===== src/rtl/cau_pkg.sv =====
// Package for the complex arithmetic unit: widths, mode codes, shared types.
package cau_pkg;
  localparam int DataWidthDef = 16;
  localparam int FracBitsDef  = 8;
  localparam int QueueDepth   = 4;
  localparam int QueueAw      = 2;

  typedef enum logic [1:0] {
    MODE_ADD = 2'd0,
    MODE_SUB = 2'd1,
    MODE_MUL = 2'd2,
    MODE_DIV = 2'd3
  } mode_t;
endpackage


===== src/rtl/cau_front.sv =====
// Front end: accepts items, forms sums, differences, products and divide terms into the queue.
module cau_front import cau_pkg::*; #(
  parameter int DW = DataWidthDef,
  parameter int FB = FracBitsDef,
  parameter int NW = 2 * DW + FB + 2
) (
  input  logic                 clk,
  input  logic                 rst_n,
  input  logic                 in_valid,
  input  logic [1:0]           in_mode,
  input  logic signed [DW-1:0] in_a_re,
  input  logic signed [DW-1:0] in_a_im,
  input  logic signed [DW-1:0] in_b_re,
  input  logic signed [DW-1:0] in_b_im,
  output logic                 q_valid,
  output logic [1:0]           q_mode,
  output logic signed [NW-1:0] q_nre,
  output logic signed [NW-1:0] q_nim,
  output logic [2*DW:0]        q_den
);
  // stage 1: six partial products and the raw operands
  logic                   v1_r;
  logic [1:0]             m1_r;
  logic signed [2*DW-1:0] p_rr_r, p_ii_r, p_ri_r, p_ir_r, p_bb_r, p_cc_r;
  logic signed [DW-1:0]   ar_r, ai_r, br_r, bi_r;

  always_ff @(posedge clk) begin
    if (!rst_n) v1_r <= 1'b0;
    else v1_r <= in_valid;
    m1_r   <= in_mode;
    ar_r   <= in_a_re; ai_r <= in_a_im; br_r <= in_b_re; bi_r <= in_b_im;
    p_rr_r <= in_a_re * in_b_re;
    p_ii_r <= in_a_im * in_b_im;
    p_ri_r <= in_a_re * in_b_im;
    p_ir_r <= in_a_im * in_b_re;
    p_bb_r <= in_b_re * in_b_re;
    p_cc_r <= in_b_im * in_b_im;
  end

  // stage 2: combine per mode
  logic signed [NW-1:0] nre, nim;
  always_comb begin
    unique case (mode_t'(m1_r))
      MODE_ADD: begin
        nre = NW'(ar_r) + NW'(br_r);
        nim = NW'(ai_r) + NW'(bi_r);
      end
      MODE_SUB: begin
        nre = NW'(ar_r) - NW'(br_r);
        nim = NW'(ai_r) - NW'(bi_r);
      end
      MODE_MUL: begin
        nre = (NW'(p_rr_r) - NW'(p_ii_r)) >>> FB;
        nim = (NW'(p_ri_r) + NW'(p_ir_r)) >>> FB;
      end
      default: begin
        nre = (NW'(p_rr_r) + NW'(p_ii_r)) <<< FB;
        nim = (NW'(p_ir_r) - NW'(p_ri_r)) <<< FB;
      end
    endcase
  end

  always_ff @(posedge clk) begin
    if (!rst_n) q_valid <= 1'b0;
    else q_valid <= v1_r;
    q_mode <= m1_r;
    q_nre  <= nre;
    q_nim  <= nim;
    q_den  <= (2*DW+1)'($unsigned(p_bb_r)) + (2*DW+1)'($unsigned(p_cc_r));
  end
endmodule


===== config.mk =====
export PLATFORM = sky130hd
export DESIGN_NAME = cau_front
export DESIGN_NICKNAME = d
export VERILOG_FILES = /design/src/rtl/cau_pkg.sv /design/src/rtl/cau_front.sv
export SDC_FILE = /design/constraint.sdc
export NUM_CORES = 2
export LEC_CHECK = 0
export ABC_AREA = 1
export BUFFER_PORTS_ARGS = -buffer_cell sky130_fd_sc_hd__buf_4
export CAP_MARGIN = 10
export CORE_MARGIN = 2
export CORE_UTILIZATION = 40
export DETAILED_ROUTE_END_ITERATION = 7
export SKIP_LAST_GASP = 1
export SYNTH_ARGS = -nofsm -noshare
export SYNTH_HDL_FRONTEND = slang
export SYNTH_SLANG_ARGS = --single-unit

===== constraint.sdc =====
create_clock -name clk -period 8.05 [get_ports clk]
set_input_delay 0.4025 -clock clk [delete_from_list [all_inputs] [get_ports clk]]
set_output_delay 0.4025 -clock clk [all_outputs]
set_load 0.01 [all_outputs]

Word-level counts from Yosys, hierarchy flattened:

Index checks and enable logic that the tools add are counted.

* add/sub/neg operators: 9
* $mul: 6
* equal/unequal tests: 2
* muxes and demuxes: 2
* reductions and logical operators: 1

Operators by type and width (count)
* $pmux W42 S3: 2
* $mul A16 B16 Y32: 6
* $add A32 B32 Y33: 3
* $sub A32 B32 Y33: 2
* $add A16 B16 Y17: 2
* $sub A16 B16 Y17: 2
* $eq A2 B1 Y1 const B: 1
* $eq A2 B2 Y1 const B: 1
* $logic_not A2 Y1: 1

* bits in registers: 379
* input port bits: 69
* logic and storage cells: 37

Depth between registers and ports, before layout:

* depth after elaboration: 2
* depth in mapped cells: 28

Least setup slack after synthesis:

OpenSTA, ideal clock, no wires.

* path type: input to register
* from: input in_b_re[5]
* to: register p_ir_r[31]
* arrival time: 5.854 ns
* path slack: 2.080 ns
* cell stages on the path: 24
* buffers on the path: 3
* path through: clkbuf_1 clkbuf_1 buf_1 nand2_1 fa_1 inv_1 fa_1 fa_1 fa_1 fa_1 inv_1 fa_1 inv_1 ha_1 nand2_1 inv_1 a21boi_0 nor2_1 nor2_1 nand3_1 nand2_1 inv_1 o21ai_0 nand2_1

* longest elaborated chain between the ends: 1

RTL lines
* start: declaration: line cau_front.sv:13 `input logic signed [DW-1:0] in_b_re,`
* $mul A16 B16 Y32: line cau_front.sv:35 `p_ir_r <= in_a_im * in_b_re;`
* end signal: assignment: line cau_front.sv:35
* end: declaration: line cau_front.sv:24 `logic signed [2*DW-1:0] p_rr_r, p_ii_r, p_ri_r, p_ir_r, p_bb_r, p_cc_r;`

No other way between the ends.
A chain may end at the register's enable or synchronous reset.

Worst setup path after layout:

* from: input in_b_im[4]
* to: register p_ii_r[31]

* longest elaborated chain between the ends: 1

RTL lines
* start: declaration: line cau_front.sv:14 `input logic signed [DW-1:0] in_b_im,`
* $mul A16 B16 Y32: line cau_front.sv:33 `p_ii_r <= in_a_im * in_b_im;`
* end signal: assignment: line cau_front.sv:33
* end: declaration: line cau_front.sv:24

No other way between the ends.

==> results.txt <==
----------------------------------------------------
[Run status]
  Run status ... finished, final reports clean

[Synth]
  Flip-flop and latch count after synthesis ... 373
  Number of nets in the synthesized netlist ... 13200
  Post-synth top area share ... 0.368
  Count of yosys warnings during synthesis ... 0
  Post-Synthesis Cells ... 10900
  Async set or reset register ratio after synthesis ... 0
  Number of synthesized flops with an enable pin ... 0
  Sequential-to-total area share from yosys stat ... 0.0902
  Area of the mapped netlist ... 82800 um^2
  Post-synthesis cell type count ... 60
  Most instantiated flip-flop cell in the synthesis netlist ... dfxtp_1
  Avg Cell Area, Syn ... 7.62 um^2
  Cell types occupying the most area after synthesis ... fa_1, inv_1, ha_1, nand2_1, dfxtp_1
  Biggest area consumer among synthesized cells ... fa_1

[CTS]
  Buffer levels on the longest clock path ... 3
  Cell at the root of the clock tree ... clkbuf_16
  Number of levels the H-tree was split into ... 2
  Clock-pin slew on the worst setup and hold paths ... 60 ps
  Number of buffers created by CTS ... 49
  Total clock sinks ... 373
  Count of buffers added by post-CTS timing repair for setup ... 0
  CTS tree ... done
  Clock latency reported for the late side of the worst-skew pair ... 680 ps

[Timing]
  RSZ-0062 raised after global routing ... false
  Sum of negative setup slack ... 0 ps
  Minimum period implied by the final worst setup slack ... 6080 ps
  Setup violation total in the final timing report ... 0
  Pin slew with the least headroom to its limit ... 907 ps
  Achievable frequency ... 164 MHz
  Final-report hold violation count ... 0
  Max-Slew Margin vs Limit ... 0.395
  Final worst-path cycle share ... 0.755
  Clock Skew ... 29.7 ps
  Number of max-slew violations in the final report ... 0

[Die]
  Effective utilization at floorplan ... 0.403
  Die Span X ... 459 um
  Total number of placement rows ... 166
  Std-Cell Core Area ... 205000 um^2
  Die Span Y ... 459 um
  Number of primary I/O pins ... 189
  Area enclosed by the die boundary ... 211000 um^2

[Global routing]
  Via count of the first global-routing pass ... 72600
  Global-route wire length before repair ... 426000 um
  Aggregate global-route resource usage ... 0.262
  Antenna violations before repair ... 12
  Leftover overflow at the end of global routing ... 0
  Maximum number of pins on one net before global-route repair ... 52

[Setup path]
  Critical Path Max Stage Delay ... 770 ps
  Kind of cell with the highest combined delay on the critical path ... adder cells
  Critical Path Fanout Max ... 51
  Worst Path Buf+Inv ... 4
  Most numerous cell on the critical path ... fa_1
  Critical path start-end classification ... in2reg
  Required arrival time at the worst endpoint ... 8550 ps
  CP startpoint kind ... input port
  Arrival time at the worst endpoint ... 6580 ps
  Worst Setup End Kind ... register
  Critical path, cell by cell ... buf_4 > nand2_1 > fa_1 > inv_1 > fa_1 > fa_1 > fa_1 > fa_1 > inv_1 > fa_1 > inv_1 > ha_1 > nand2_1 > nor2_1 > and3_1 > nand4_1 > nand3_1 > a21oi_1 > xor2_1
  Slowest stage cell, crit path ... fa_1

[Placement]
  Placer's final routability congestion estimate ... 0.988
  HPWL after DPL ... 224000 um
  Count of buffers inserted at the top-level ports ... 188

[Routing]
  Detailed-route wire length ... 271000 um
  Post-detailed-route DRC marker count ... 0
  Length of the first detailed-routing pass in iterations ... 8
  DRT iter0 DRCs ... 4888
  Via count normalized by instance count ... 5.05
  Detail Route Antenna Nets ... 0
  Number of vias after detailed routing ... 68400
  Wirelength per Cell ... 20.0 um

[Layout]
  Leading cell type in the layout, fill and taps excluded ... inv_1
  Commonest cells after routing, fill and taps aside ... inv_1, nand2_1, fa_1
  Final-stage net count ... 13100
  Share of cells above drive strength 1 ... 0.0404
  Area growth from synthesis to layout ... 6.59%

[Worst hold path]
  Class of the worst hold path ... in2reg

[Run]
  Number of violations of the max-capacitance limit ... 0

----------------------------------------------------
==> layer usage <==
metal / routed length [um] / vias up / part of all wire / GRT usage
li1: - / 31900 / - / -
met1: 116000 / 33800 / 0.43 / 0.348
met2: 127000 / 2264 / 0.47 / 0.437
met3: 18100 / 401 / 0.067 / 0.0387
met4: 10100 / 10 / 0.037 / 0.0884
met5: 68 / - / 0.00025 / 0
==> sequential cells by signal, indices dropped and copies added, names as in the netlist <==
name / count
q_nim: 41
q_nre: 41
q_den: 33
p_ii_r: 32
p_ir_r: 32
p_ri_r: 32
p_rr_r: 32
p_bb_r: 30
p_cc_r: 30
ai_r: 16
ar_r: 16
bi_r: 16
br_r: 16
m1_r: 2
q_mode: 2
q_valid: 1
v1_r: 1
==> worst register-to-register path, cell delays in order (launching register included) <==
cell and delay (ps):
dfxtp_1 670, ha_1 240, inv_1 60, fa_1 440, nand3_1 130, nand2_1 100
nand2_1 80, nand2_1 140, nand3_1 130, nand3_1 70, nand3_1 90, nand2_1 130
inv_4 300, nand3_1 340
==> final timing paths <==
path                   start            endpoint  slack [ps]  cells past startpoint
max reg2reg  bi_r[0]$_DFF_P_   q_nim[16]$_DFF_P_        4900                     13
min              in_b_im[13]    bi_r[13]$_DFF_P_          60                      1
min reg2reg  v1_r$_SDFF_PN0_  q_valid$_SDFF_PN0_         420                      2
max               in_b_im[4]  p_ii_r[31]$_DFF_P_        1970                     19
==> through the flow <==
stage	util	std cells	hold slack, ps	area [um^2]	setup slack [ps]
2_1_floorplan	-	10900	390	82800	2080
3_3_place_gp	0.421	13400	407	86400	1330
3_5_place_dp	0.421	13400	410	86400	1330
4_1_cts	0.430	13500	7.46	88200	2060
5_1_grt	0.430	13500	14.1	88200	1740
6_report	0.430	13500	55.5	88200	1970
==> what timing repair did <==
item	in CTS	in global routing
hold endpoints to repair	4	0
resized for setup	0	0
setup endpoints to repair	0	0
hold buffers	5	0
==> layout make-up <==
type	instances	area, um^2
diodes	5	12.5
well taps	2688	3360
repair buffers	229	1740
multi-input cells	7150	62600
clock buffers	61	1310
fillers	21100	117000
clock inverters	30	463
flip-flops and latches	373	7470
inverters	3005	11300
==> cells in the mapped netlist, types with 76 or more instances <==
cell / number
clkbuf_1: 205
nand3_1: 407
o21ai_0: 268
xnor2_1: 105
nand2_1: 2403
nor3_1: 76
dfxtp_1: 373
a21oi_1: 453
ha_1: 739
fa_1: 1520
nand4_1: 119
inv_1: 2977
xor2_1: 168
nor2_1: 530
==> cell families after synthesis <==
logic type / after synthesis / share of synthesized area
simple gates: 3655 / 0.182
compound gates: 963 / 0.0653
fa+ha+maj: 2259 / 0.479
buf+inv: 3344 / 0.154
xor+xnor: 273 / 0.0289
flops: 373 / 0.0902
Power is left out: the tool's default activity adds up to more than one toggle a clock period on the data nets, which glitch-free logic cannot reach.
