## config.mk

```make
export PLATFORM = sky130hd
export DESIGN_NAME = cau_queue
export DESIGN_NICKNAME = d
export VERILOG_FILES = /design/src/rtl/cau_pkg.sv /design/src/rtl/cau_queue.sv
export SDC_FILE = /design/constraint.sdc
export NUM_CORES = 1
export LEC_CHECK = 0
export BUFFER_PORTS_ARGS = -buffer_cell sky130_fd_sc_hd__buf_2
export CORE_UTILIZATION = 40
export DETAILED_ROUTE_END_ITERATION = 8
export GPL_TIMING_DRIVEN = 0
export MAX_ROUTING_LAYER = met4
export REMOVE_ABC_BUFFERS = 1
export SYNTH_ARGS = -nofsm -noshare
export SYNTH_HDL_FRONTEND = slang
export SYNTH_SLANG_ARGS = --single-unit
```

## constraint.sdc

```tcl
create_clock -name clk -period 3.3 [get_ports clk]
set_input_delay 0.99 -clock clk [delete_from_list [all_inputs] [get_ports clk]]
set_output_delay 0.99 -clock clk [all_outputs]
set_load 0.02 [all_outputs]
```

## src/rtl/cau_pkg.sv

```systemverilog
// Package for the complex arithmetic unit: widths, mode codes, shared types.
package cau_pkg;
  localparam int DataWidthDef = 16;
  localparam int FracBitsDef  = 8;
  localparam int QueueDepth   = 4;
  localparam int QueueAw      = 2;

  typedef enum logic [1:0] {
    MODE_ADD = 2'd0,
    MODE_SUB = 2'd1,
    MODE_MUL = 2'd2,
    MODE_DIV = 2'd3
  } mode_t;
endpackage

```

## src/rtl/cau_queue.sv

```systemverilog
// Short FIFO between front and back end.
module cau_queue import cau_pkg::*; #(
  parameter int W = 8
) (
  input  logic         clk,
  input  logic         rst_n,
  input  logic         wr_en,
  input  logic [W-1:0] wr_data,
  input  logic         rd_en,
  output logic         rd_valid,
  output logic [W-1:0] rd_data,
  output logic [QueueAw:0] count
);
  logic [W-1:0]       mem [QueueDepth];
  logic [QueueAw-1:0] wp_r, rp_r;
  logic [QueueAw:0]   cnt_r;

  assign rd_valid = cnt_r != '0;
  assign rd_data  = mem[rp_r];
  assign count    = cnt_r;

  always_ff @(posedge clk) begin
    if (wr_en) mem[wp_r] <= wr_data;
  end

  always_ff @(posedge clk) begin
    if (!rst_n) begin
      wp_r <= '0; rp_r <= '0; cnt_r <= '0;
    end else begin
      if (wr_en) wp_r <= wp_r + 1'b1;
      if (rd_en && rd_valid) rp_r <= rp_r + 1'b1;
      cnt_r <= cnt_r + (QueueAw+1)'(wr_en) - (QueueAw+1)'(rd_en && rd_valid);
    end
  end

  a_no_ovf: assert property (@(posedge clk) disable iff (!rst_n)
    (cnt_r == (QueueAw+1)'(QueueDepth)) |-> !wr_en || rd_en)
    else $error("queue overrun");
endmodule

```

* Yosys cells after proc, flatten, opt, wreduce, memory -nomap -nowiden
Memory sizes are Yosys's and may differ from the RTL's. A register that Yosys moved wholly into a read port is not among the register bits.
Cells that the tools add are included.
** Cells by class
- Add/subtract/negate cells :: 4
- Multiplexer cells :: 4
- Reductions and logical operators :: 2
** Operator list (number)
- adder 2 x 1 -> 2 bit (second input constant) :: 2
- two-way mux 2 bit :: 2
- adder 3 x 1 -> 3 bit :: 1
- nonzero test 3 bit :: 1
- subtractor 3 x 1 -> 3 bit :: 1
- two-way mux 1 bit :: 2
- logical AND 1 bit :: 1
** Storage, ports and cells
- Bits in registers :: 7
- Bits in writable memories :: 32
- Input port bits :: 12
- Output and inout bits :: 12
- Memories kept :: 1
** Memory list
- mem :: words 4, width 8, read ports 1, clocked after Yosys merged registers in 1, wr ports 1, RTL line cau_queue.sv:14 : logic [W-1:0] mem [QueueDepth];

* Longest topological paths before layout
Gate-level depths: netlist of run 1.
- Depth in word-level cells :: 4
- Gate-level depth with buffers :: 7
- Mapped depth without buffers :: 7

* Worst setup path before layout of run 1
Ideal clock, no wire load.
- Path type :: in2reg
- From :: in rd_en
- To :: reg cnt_r[2], in the netlist count[2]
- Setup time :: 0.115 ns
- Data arrival time :: 2.264 ns
- Slack :: 0.921 ns
- Stages on the path :: 7
- Path through :: o31a_2 > ha_1 > inv_1 > ha_1 > fa_1 > xnor3_1 > and2_1
** Between the ends
- Cells in the longest elaborated chain, start to end :: 2
** Ends and longest elaborated chain
- start, declared :: RTL line cau_queue.sv:9 : input logic rd_en,
- logical AND 1 bit :: RTL line cau_queue.sv:32 : cnt_r <= cnt_r + (QueueAw+1)'(wr_en) - (QueueAw+1)'(rd_en && rd_valid);
- subtractor 3 x 1 -> 3 bit :: RTL line cau_queue.sv:32
- end signal, assigned :: RTL line cau_queue.sv:32
- end, declared :: RTL line cau_queue.sv:16 : logic [QueueAw:0] cnt_r;
Every way passes these cells.
A chain may end at the register's enable or synchronous reset.

==> results.md, run 1 <==
- Wire per inst: 15.40 µm
- Slew Viols, Final: 0
- Cell Rows: 22
- Yosys warns: 0
- Die Area: ~0.0043 mm²
- Root Buffer: clkbuf_8
- Total gr overflow: 0
- Final #Nets: between 100 and 150
- WS Path Type: register to output port
- Die Y: around 66 µm
- Sink Count: approximately 40
- Vias in the first global route: 841
- Layout area overhead: 16.53%
- Seq/Total Area, Yosys: 70.10%
- Final non-filler cell total: 163
- Post-synth top area share: between 50% and 60%
- Most frequent cells in the layout: 32 x edfxtp_1, 23 x buf_2, 9 x dfxtp_1
- Htree depth: 2
- Diode count: 0
- Final min period: between 2 and 3 ns
- First-pass GRT wire length: around 4000 µm
- Final WS setup: 0.5784 ns
- Synth area leader: edfxtp_1
- Worst-path maximum fanout: 8
- GR Util All Layers: 14.31%
- Placed insts: 155
- Clk_skew: 0.002662 ns
- Post-synthesis adder-cell area fraction: 5.842%
- RSZ-0062 raised after global routing: false
- Postcts setup bufs: 0
- Hold Path Class: register to register
- Most common cell after layout, fill and taps aside: edfxtp_1
- Synth top area cells: edfxtp_1 59%, dfxtp_1 11%, mux4_2 11%
- DP Area: 0.001787 mm²
- Multiplexer area fraction after synthesis: between 10% and 20%
- FF+latch count, synth: 41
- CTS tree: built
- CTS Buffer Depth: 2
- Compound-cell area share of the yosys netlist: 1.153%
- Worst path cell trace: mux4_2, buf_2
- Setup_tns: 0 ns
- Routability-driven placement congestion ratio: 0.6635
- Cells after Synth: 86
- Port Buffers: 23
- Distinct cells, synth: 18
- Status: complete, no violations
- Layout cells sized above 1: 33.91%
- Rel. slew slack: 62.61%
- Clk_lat worst skew: approximately 0.29 ns
- CP Data Arrival Time: 1.73 ns
- Avg Vias per Cell: 4.945
- CORE AREA: 0.003771 mm²
- CP max stage cell: dfxtp_1
- Pin count of the biggest net entering global routing: 14
- Num CTS Buffers: 5
- Vias after detailed routing: 806
- Post-Synth Simple-Gate Area: 5.073%
- Hold WS: around 0.49 ns
- Critical Path End Type: output port
- # IOs: 24
- Final setup viols: 0
- Die X: 65.79 µm
- Least-Margin Pin Slew: between 0.5 and 0.6 ns
- Cell Area, Synth: 0.001628 mm²
- ANT nets after route: 0
- Cts hold-fix bufs: 0
- Max-cap viol count: 0
- Initial DRC count: 24
- Post-CTS sizing: 0
- Tcrit/Tclk final: 82.47%
- Initial Util: a little over two fifths
- Mean Syn Cell Area: 18.93 µm²
- Worst path max stage delay: 0.68 ns
- CP startpoint kind: register
- Leak pwr: roughly 0.7 nW
- Required time worst endpoint: around 2.3 ns
- Xor and xnor area share after synthesis: 1.922%
- Peak VDD IR: 335.1 µV
- Total power per unit cell area: a little over 700 mW/mm²
- Final HPWL DP: 1743 µm
- Fmax: 0.3674 GHz
- Initial antenna violation count: 0
- Final Hold Fails: 0
- Main combinational cell family by area after synthesis: multiplexers
- DRC errors left: 0
- Finished Cell Area: 0.001897 mm²
- Pre-antenna DRT Iters: 4
- DP Worst Slack: 0.7304 ns
- Worst-path clk slew: 0.07 ns
- Final WL: 2510 µm
flip-flops by register name, indices dropped and copies added, names as in the netlist, named ones only:
| name | flops |
|---|---|
| count | 3 |
| mem | 32 |
| wp_r | 2 |
| rp_r | 2 |
layout make-up:
type	count	area (µm²)
Fill cell	321	1874
Sequential cell	41	1141
Multi-Input combinational cell	37	447.9
Timing Repair Buffer	23	115.1
Clock buffer	5	68.82
Tap cell	48	60.06
Clock inverter	3	41.29
Inverter	6	22.52
power breakdown:
| group | internal, mW | leakage (nW) | switching, mW |
|---|---|---|---|
| combinational | 0.166 | 0.289 | 0.164 |
| sequential | 0.607 | 0.368 | 0.0557 |
| clock | 0.222 | 0.0518 | 0.163 |
metal layers:
layer  up-vias  GRT usage, %  share of wire [%]  routed length, µm
met5         -             -                  0                  0
met2        14         23.21                 55               1387
met1       408         14.86                 39                970
met4         0         9.783                2.2                 55
li1        378             -                  -                  -
met3         6         4.310                3.9                 97
cells by family (layout without fill, tap and decap cells):
| group | Yosys count | after routing |
|---|---|---|
| compound gates | 2 | 2 |
| xor+xnor | 2 | 2 |
| fa+ha+maj | 7 | 7 |
| buf+inv | 8 | 37 |
| flops | 41 | 41 |
| mux | 12 | 12 |
| simple gates | 14 | 14 |
worst max-delay path, delay by kind of cell (launching register included):
| kind | cells | cell delay [ns] |
|---|---|---|
| DFF | 1 | 0.68 |
| muxes | 1 | 0.59 |
| buffers and inverters | 1 | 0.18 |
per-stage QoR:
stage | utilization [%] | power [mW]
finish | 50.30 | 1.377
global route | 50.30 | 1.447
CTS | 50.30 | 1.392
detailed placement | 47.38 | 1.011
global placement | 47.38 | 0.9946
floorplan | - | 0.9034
path summary, 6_finish.rpt:
check	start	to	slack, ns	cells past startpoint
max	register	rd_data[5]	0.58	2
min	rp_r[1]	rp_r[1]	0.49	2
max reg2reg	count[1]	count[2]	1.23	7
min reg2reg	rp_r[1]	rp_r[1]	0.49	2
cells in the mapped netlist:
| master | number |
|---|---|
| edfxtp_1 | 32 |
| dfxtp_1 | 9 |
| and2_1 | 8 |
| mux4_2 | 8 |
| ha_1 | 6 |
| inv_1 | 6 |
| mux2i_1 | 4 |
| nand2_1 | 2 |
| nand2b_1 | 2 |
| buf_6 | 1 |
| clkbuf_2 | 1 |
| fa_1 | 1 |
| nor2b_1 | 1 |
| o311ai_1 | 1 |
| o31a_2 | 1 |
| or3_1 | 1 |
| xnor3_1 | 1 |
| xor2_1 | 1 |
Power figures use the tool's default switching activity.
==> inputs of run 2 (changes only) <==
Settings changed: ABC_AREA set to 1.
Clock period 3.3 ns to 2.4 ns, I/O delays scaled along.
==> results.md, run 2 <==
- Initial DRC count: 28 (was 24)
- WS Path Type: register to output port (unchanged)
- Worst-path clk slew: 0.08 ns (was 0.07 ns)
- Required time worst endpoint: 1.68 ns (was 2.31 ns)
- Htree depth: 2 (unchanged)
- Clk_lat worst skew: 0.29 ns (about the same)
- Commonest cells post-synth: 32 x edfxtp_1, 19 x nor2_1, 16 x inv_1, 14 x nand2_1, 14 x o21ai_0 (was 32 x edfxtp_1, 9 x dfxtp_1, 8 x and2_1, 8 x mux4_2)
- DP Area: 0.001802 mm² (was 0.001787 mm²)
- Slew Viols, Final: 0 (unchanged)
- Layout area overhead: 14.80% (was 16.53%)
- Pin count of the biggest net entering global routing: 18 (was 14)
- CORE AREA: 0.003799 mm² (was 0.003771 mm²)
- ANT nets after route: 0 (unchanged)
- Worst setup path endpoint: rd_data[2] (was rd_data[5])
- Hold Path Class: register to register (unchanged)
- CP startpoint kind: register (unchanged)
- First-pass GRT wire length: 4464 µm (was 4022 µm)
- Top_reg_cell synth: edfxtp_1 (unchanged)
- Yosys warns: 0 (unchanged)
- # IOs: 24 (unchanged)
- Placed insts: 205 (was 155)
- Rel. slew slack: 75.33% (was 62.61%)
- Reg2reg start: count[1] (unchanged)
- Sink Count: 41 (unchanged)
- Wire per inst: 12.98 µm (was 15.40 µm)
- Setup slack, reg-to-reg: 0.67 ns (was 1.23 ns)
- Seq/Total Area, Yosys: 69.20% (was 70.10%)
- Port Buffers: 23 (unchanged)
- CP Data Arrival Time: 1.52 ns (was 1.73 ns)
- DRC errors left: 0 (unchanged)
- Max reg flops: 32 (unchanged)
- DP Worst Slack: 0.1964 ns (was 0.7304 ns)
- CTS Buffer Depth: 2 (unchanged)
- Num CTS Buffers: 5 (unchanged)
- Worst-path maximum fanout: 9 (was 8)
- Final WL: 2765 µm (was 2510 µm)
- Diode count: 0 (unchanged)
- FF+latch count, synth: 41 (unchanged)
- Status: complete, no violations (unchanged)
- Final Hold Fails: 0 (unchanged)
- Setup_tns: 0 ns (unchanged)
- Max-cap viol count: 0 (unchanged)
- Synth area leader: edfxtp_1 (unchanged)
- Worst path max stage delay: 0.41 ns (was 0.68 ns)
- Vias in the first global route: 1,050 (was 841)
- Final HPWL DP: 1861 µm (was 1743 µm)
- Fmax: 0.4466 GHz
- Root Buffer: clkbuf_8 (unchanged)
- Synth top area cells: edfxtp_1 58%, dfxtp_1 11%, ha_1 4.6% (was edfxtp_1 59%, dfxtp_1 11%, mux4_2 11%)
- R2r endpoint: count[2] (unchanged)
- Post-CTS sizing: 1 (was 0)
- Cell Rows: 22 (unchanged)
- Die Y: 66.21 µm (was 65.79 µm)
- RSZ-0062 raised after global routing: false (unchanged)
- Clk_skew: 0.004254 ns (was 0.002662 ns)
- Most flop-heavy register: mem (unchanged)
- Final WS setup: 0.1611 ns (was 0.5784 ns)
- GR Util All Layers: 14.99% (was 14.31%)
- Most frequent cells in the layout: 32 x edfxtp_1, 23 x buf_2, 19 x nor2_1 (was 32 x edfxtp_1, 23 x buf_2, 9 x dfxtp_1)
- Initial antenna violation count: 0 (unchanged)
- Crit path depth: 4 (was 2)
- Tcrit/Tclk final: 93.29%
- Vias after detailed routing: 1,037 (was 806)
- Cells after Synth: 136 (was 86)
- Finished Cell Area: 0.001893 mm² (was 0.001897 mm²)
- Layout cells sized above 1: 22.42% (was 33.91%)
- Die Area: 0.004384 mm² (was 0.004328 mm²)
- Leak pwr: 0.7705 nW (was 0.7093 nW)
- Most common cell in the netlist: edfxtp_1 (unchanged)
- EDFF count, synth: 32 (unchanged)
- Worst path cell trace: inv_1, o21ai_0, o22ai_1, buf_2 (was mux4_2, buf_2)
- Total power per unit cell area: 980.5 mW/mm² (was 726.1 mW/mm²)
- Final min period: ~2.2 ns
- Least-Margin Pin Slew: 0.3697 ns (was 0.5601 ns)
- Ys async rst share: 0% (unchanged)
- Final #Nets: 183 (was 133)
- Cells on worst reg2reg path: 8 (was 7)
- CTS tree: built (unchanged)
- Peak VDD IR: 512.8 µV (was 335.1 µV)
- Post-synth top area share: 58.27% (was 59.03%)
- Avg Vias per Cell: 4.869 (was 4.945)
- Filler Cells Inserted: 351 (was 321)
- Critical Path End Type: output port (unchanged)
- Initial Util: 43.41% (was 43.17%)
- Crit-path leading delay family: buffers and inverters (was flip-flops)
- Cts hold-fix bufs: 0 (unchanged)
- Buf/Inv on CP: 2 (was 1)
- Pre-antenna DRT Iters: 4 (unchanged)
- Most common cell after layout, fill and taps aside: edfxtp_1 (unchanged)
- Total gr overflow: 0 (unchanged)
- Distinct cells, synth: 17 (was 18)
- Final non-filler cell total: 213 (was 163)
- CP max stage cell: dfxtp_1 (unchanged)
- Routability-driven placement congestion ratio: 0.7204 (was 0.6635)
- Die X: 66.21 µm (was 65.79 µm)
- Mean Syn Cell Area: 12.13 µm² (was 18.93 µm²)
- Final setup viols: 0 (unchanged)
- Postcts setup bufs: 0 (unchanged)
- Cell Area, Synth: 0.001649 mm² (was 0.001628 mm²)
[run 2: cell types whose count changed in the layout (fill, tap and decap cells not counted), moves of 5 or more]
cell / previous run / this run
inv_1: 6 / 16
nor2_1: 0 / 19
nand2_1: 2 / 14
o21ai_0: 0 / 14
o22ai_1: 0 / 8
a21oi_1: 0 / 5
mux4_2: 8 / 0
and2_1: 8 / 0
[run 2: worst min-delay path: stages (launching register included)]
cell and delay (ns):
dfxtp_1 0.34, a21oi_1 0.06, nor2_1 0.07
[run 2: per-layer routing]
layer  global-route usage [%]  vias to the layer above  share of wire [%]
li1                         -                      522                  -
met1                    15.98                      486                 43
met2                    24.74                       22                 51
met3                    4.828                        7                4.6
met4                    7.979                        0                1.8
met5                        -                        -                  0
[run 2: how the worst min path moves through the flow]
| stage | startpoint | end | slack [ns] | depth (start not counted) |
|---|---|---|---|---|
| floorplan | rp_r[0] | register | 0.45 | 2 |
| global placement | rp_r[0] | rp_r[0] | 0.47 | 2 |
| CTS | rp_r[0] | register | 0.50 | 2 |
| global route | rp_r[0] | register | 0.53 | 2 |
| finish | rp_r[0] | register | 0.50 | 2 |
| detailed placement | rp_r[0] | register | 0.47 | 2 |
[run 2: cell families after synthesis]
family	synth area share, %
compound gates	10.93
fa+ha+maj	5.766
buf+inv	5.235
flops	69.20
simple gates	8.877
[run 2: cell type report]
| cell class | count | area [µm²] | share of cell area (%) |
|---|---|---|---|
| Clock inverter | 3 | 21.27 | 1.124 |
| Sequential cell | 41 | 1142 | 60.34 |
| Inverter | 17 | 63.81 | 3.371 |
| Tap cell | 48 | 60.06 | 3.172 |
| Clock buffer | 5 | 68.82 | 3.635 |
| Timing Repair Buffer | 23 | 115.1 | 6.081 |
| Multi-Input combinational cell | 76 | 421.7 | 22.27 |
[run 2: report_power, final]
part | internal (mW) | switching (mW) | total, mW | leakage (nW)
sequential | 0.831 | 0.0578 | 0.889 | 0.369
combinational | 0.176 | 0.341 | 0.518 | 0.357
clock | 0.206 | 0.244 | 0.450 | 0.0445
total | 1.21 | 0.643 | 1.86 | 0.770
[run 2: through the flow]
stage	hold WS, ns	util, %	total power [mW]
finish	0.5002	49.84	1.856
detailed placement	0.4749	47.43	1.430
floorplan	0.4481	-	1.254
CTS	0.5038	49.84	1.875
global placement	0.4663	47.43	1.409
global route	0.5290	49.84	1.972
==> inputs of run 3 (changes only) <==
Settings changed: CORE_MARGIN set to 2.
==> results.md, run 3 (synthesized netlist as in run 2, its figures left out) <==
- Leak pwr: 0.7709 nW (was 0.7705 nW)
- RSZ-0062 raised after global routing: false (unchanged)
- Most frequent cells in the layout: 32 x edfxtp_1, 23 x buf_2, 19 x nor2_1 (unchanged)
- Final WL: 2845 µm (was 2765 µm)
- Placed insts: 207 (was 205)
- Worst-path maximum fanout: 17 (was 9)
- Pre-antenna DRT Iters: 4 (unchanged)
- Status: complete, no violations (unchanged)
- Max reg flops: 32 (unchanged)
- Post-Route M1 WL: 1212 µm (was 1185 µm)
- Cell Rows: 23 (was 22)
- Die X: 68.21 µm (was 66.21 µm)
- Cts hold-fix bufs: 0 (unchanged)
- Pwr Total: 1.834 mW (was 1.856 mW)
- Most flop-heavy register: mem (unchanged)
- Setup_tns: 0 ns (unchanged)
- Net Switching: 0.6256 mW (was 0.6427 mW)
- Port Buffers: 23 (unchanged)
- Avg Vias per Cell: 4.814 (was 4.869)
- First-pass GRT wire length: 4636 µm (was 4464 µm)
- DP Area: 0.001804 mm² (was 0.001802 mm²)
- ANT nets after route: 0 (unchanged)
- Rel. slew slack: 74.53% (was 75.33%)
- Comb pwr share: 28.3% (was 27.9%)
- Fmax: 0.4455 GHz (was 0.4466 GHz)
- Initial antenna violation count: 0 (unchanged)
- Die Area: 0.004653 mm² (was 0.004384 mm²)
- Pin count of the biggest net entering global routing: 18 (unchanged)
- Wire per inst: 13.23 µm (was 12.98 µm)
- Final non-filler cell total: 215 (was 213)
- Layout area overhead: 14.49% (was 14.80%)
- Slew Viols, Final: 0 (unchanged)
- Critical Path End Type: output port (unchanged)
- Die Y: 68.21 µm (was 66.21 µm)
- Tcrit/Tclk final: 93.52% (was 93.29%)
- Final setup viols: 0 (unchanged)
- Peak VDD IR: 448.8 µV (was 512.8 µV)
- CTS Buffer Depth: 2 (unchanged)
- Final Hold Fails: 0 (unchanged)
- Final min period: 2.244 ns (was 2.239 ns)
- CORE AREA: 0.003971 mm² (was 0.003799 mm²)
- Num CTS Buffers: 5 (unchanged)
- Hold Path Class: register to register (unchanged)
- Routability-driven placement congestion ratio: 0.7688 (was 0.7204)
- Vias in the first global route: 1,053 (was 1,050)
- Final #Nets: 183 (unchanged)
- Sw Ratio: 34.12% (was 34.63%)
- WS Path Type: register to output port (unchanged)
- Total gr overflow: 0 (unchanged)
- CP startpoint kind: register (unchanged)
- Worst-path clk slew: 0.08 ns (about the same)
- Initial DRC count: 24 (was 28)
- Final HPWL DP: 1946 µm (was 1861 µm)
- Clock power frac: 23.2% (was 24.2%)
- CTS tree: built (unchanged)
- Total power per unit cell area: 971.1 mW/mm² (was 980.5 mW/mm²)
- # IOs: 24 (unchanged)
- GR Util All Layers: 14.98% (was 14.99%)
- Layout cells sized above 1: 21.82% (was 22.42%)
- Least-Margin Pin Slew: 0.3816 ns (was 0.3697 ns)
- CP Data Arrival Time: 1.52 ns (about the same)
- Clk_lat worst skew: 0.29 ns (about the same)
- Initial Util: 41.52% (was 43.41%)
- Diode count: 0 (unchanged)
- Highest metal used: met4 (unchanged)
- Most common cell after layout, fill and taps aside: edfxtp_1 (unchanged)
- Vias after detailed routing: 1,035 (was 1,037)
- Htree depth: 2 (unchanged)
- WL met2: 1432 µm (was 1403 µm)
- Clk_skew: 0.01082 ns (was 0.004254 ns)
- Pint: 1.208 mW (was 1.213 mW)
- Finished Cell Area: 0.001888 mm² (was 0.001893 mm²)
- Root Buffer: clkbuf_8 (unchanged)
- Required time worst endpoint: 1.68 ns (about the same)
- Wire length on met3: 122 µm (was 127 µm)
- DRC errors left: 0 (unchanged)
- Sink Count: 41 (unchanged)
- Max-cap viol count: 0 (unchanged)
- Sequential Power Share: 48.6% (was 47.9%)
## run 3: layout make-up
type | count | area (µm²)
Clock buffer | 6 | 72.57
Tap cell | 50 | 62.56
Sequential cell | 41 | 1142
Inverter | 17 | 63.81
Multi-Input combinational cell | 76 | 421.7
Fill cell | 359 | 2083
Clock inverter | 2 | 10.01
Timing Repair Buffer | 23 | 115.1
## run 3: metal layers
| layer | vias to the layer above | GRT usage [%] |
|---|---|---|
| met2 | 18 | 25.00 |
| met4 | 0 | 9.000 |
| li1 | 524 | - |
| met1 | 485 | 15.67 |
| met3 | 8 | 4.276 |
| met5 | - | - |
## run 3: worst paths after layout
check | startpoint | to | slack [ns] | cells past startpoint
setup / recovery | register | rd_data[4] | 0.16 | 4
hold / removal | rp_r[0] | rp_r[0] | 0.50 | 2
setup reg to reg | count[1] | count[2] | 0.63 | 8
hold reg to reg | rp_r[0] | rp_r[0] | 0.50 | 2
## run 3: per-stage QoR
stage               setup slack (ns)  hold WS (ns)  util [%]
finish                        0.1555        0.4966     47.54
detailed placement            0.1854        0.4891     45.43
global placement              0.2534        0.4656     45.43
floorplan                     0.4494        0.4481         -
CTS                           0.1316        0.5069     47.54
global route                 0.05871        0.5395     47.54
## run 3: worst max-delay path, stage by stage (launching register included)
cell	delay, ns
dfxtp_2	0.53
inv_2	0.21
o21ai_0	0.22
o22ai_1	0.09
buf_2	0.17
## run 3: power by group through the flow
stage	Combinational [mW]	Clock, mW	Sequential, mW
final	0.519	0.425	0.890
after global routing	0.595	0.466	0.902
after CTS	0.529	0.432	0.893
after detailed placement	0.528	0	0.907
after global placement	0.504	0	0.902
after floorplan	0.340	0	0.914
## run 3: what timing repair did
item | 4_1_cts | 5_1_grt
setup buffers | 0 | 0
endpoints found under the hold margin | 0 | 0
setup endpoints to repair | 8 | 0
gates resized for setup | 1 | 0
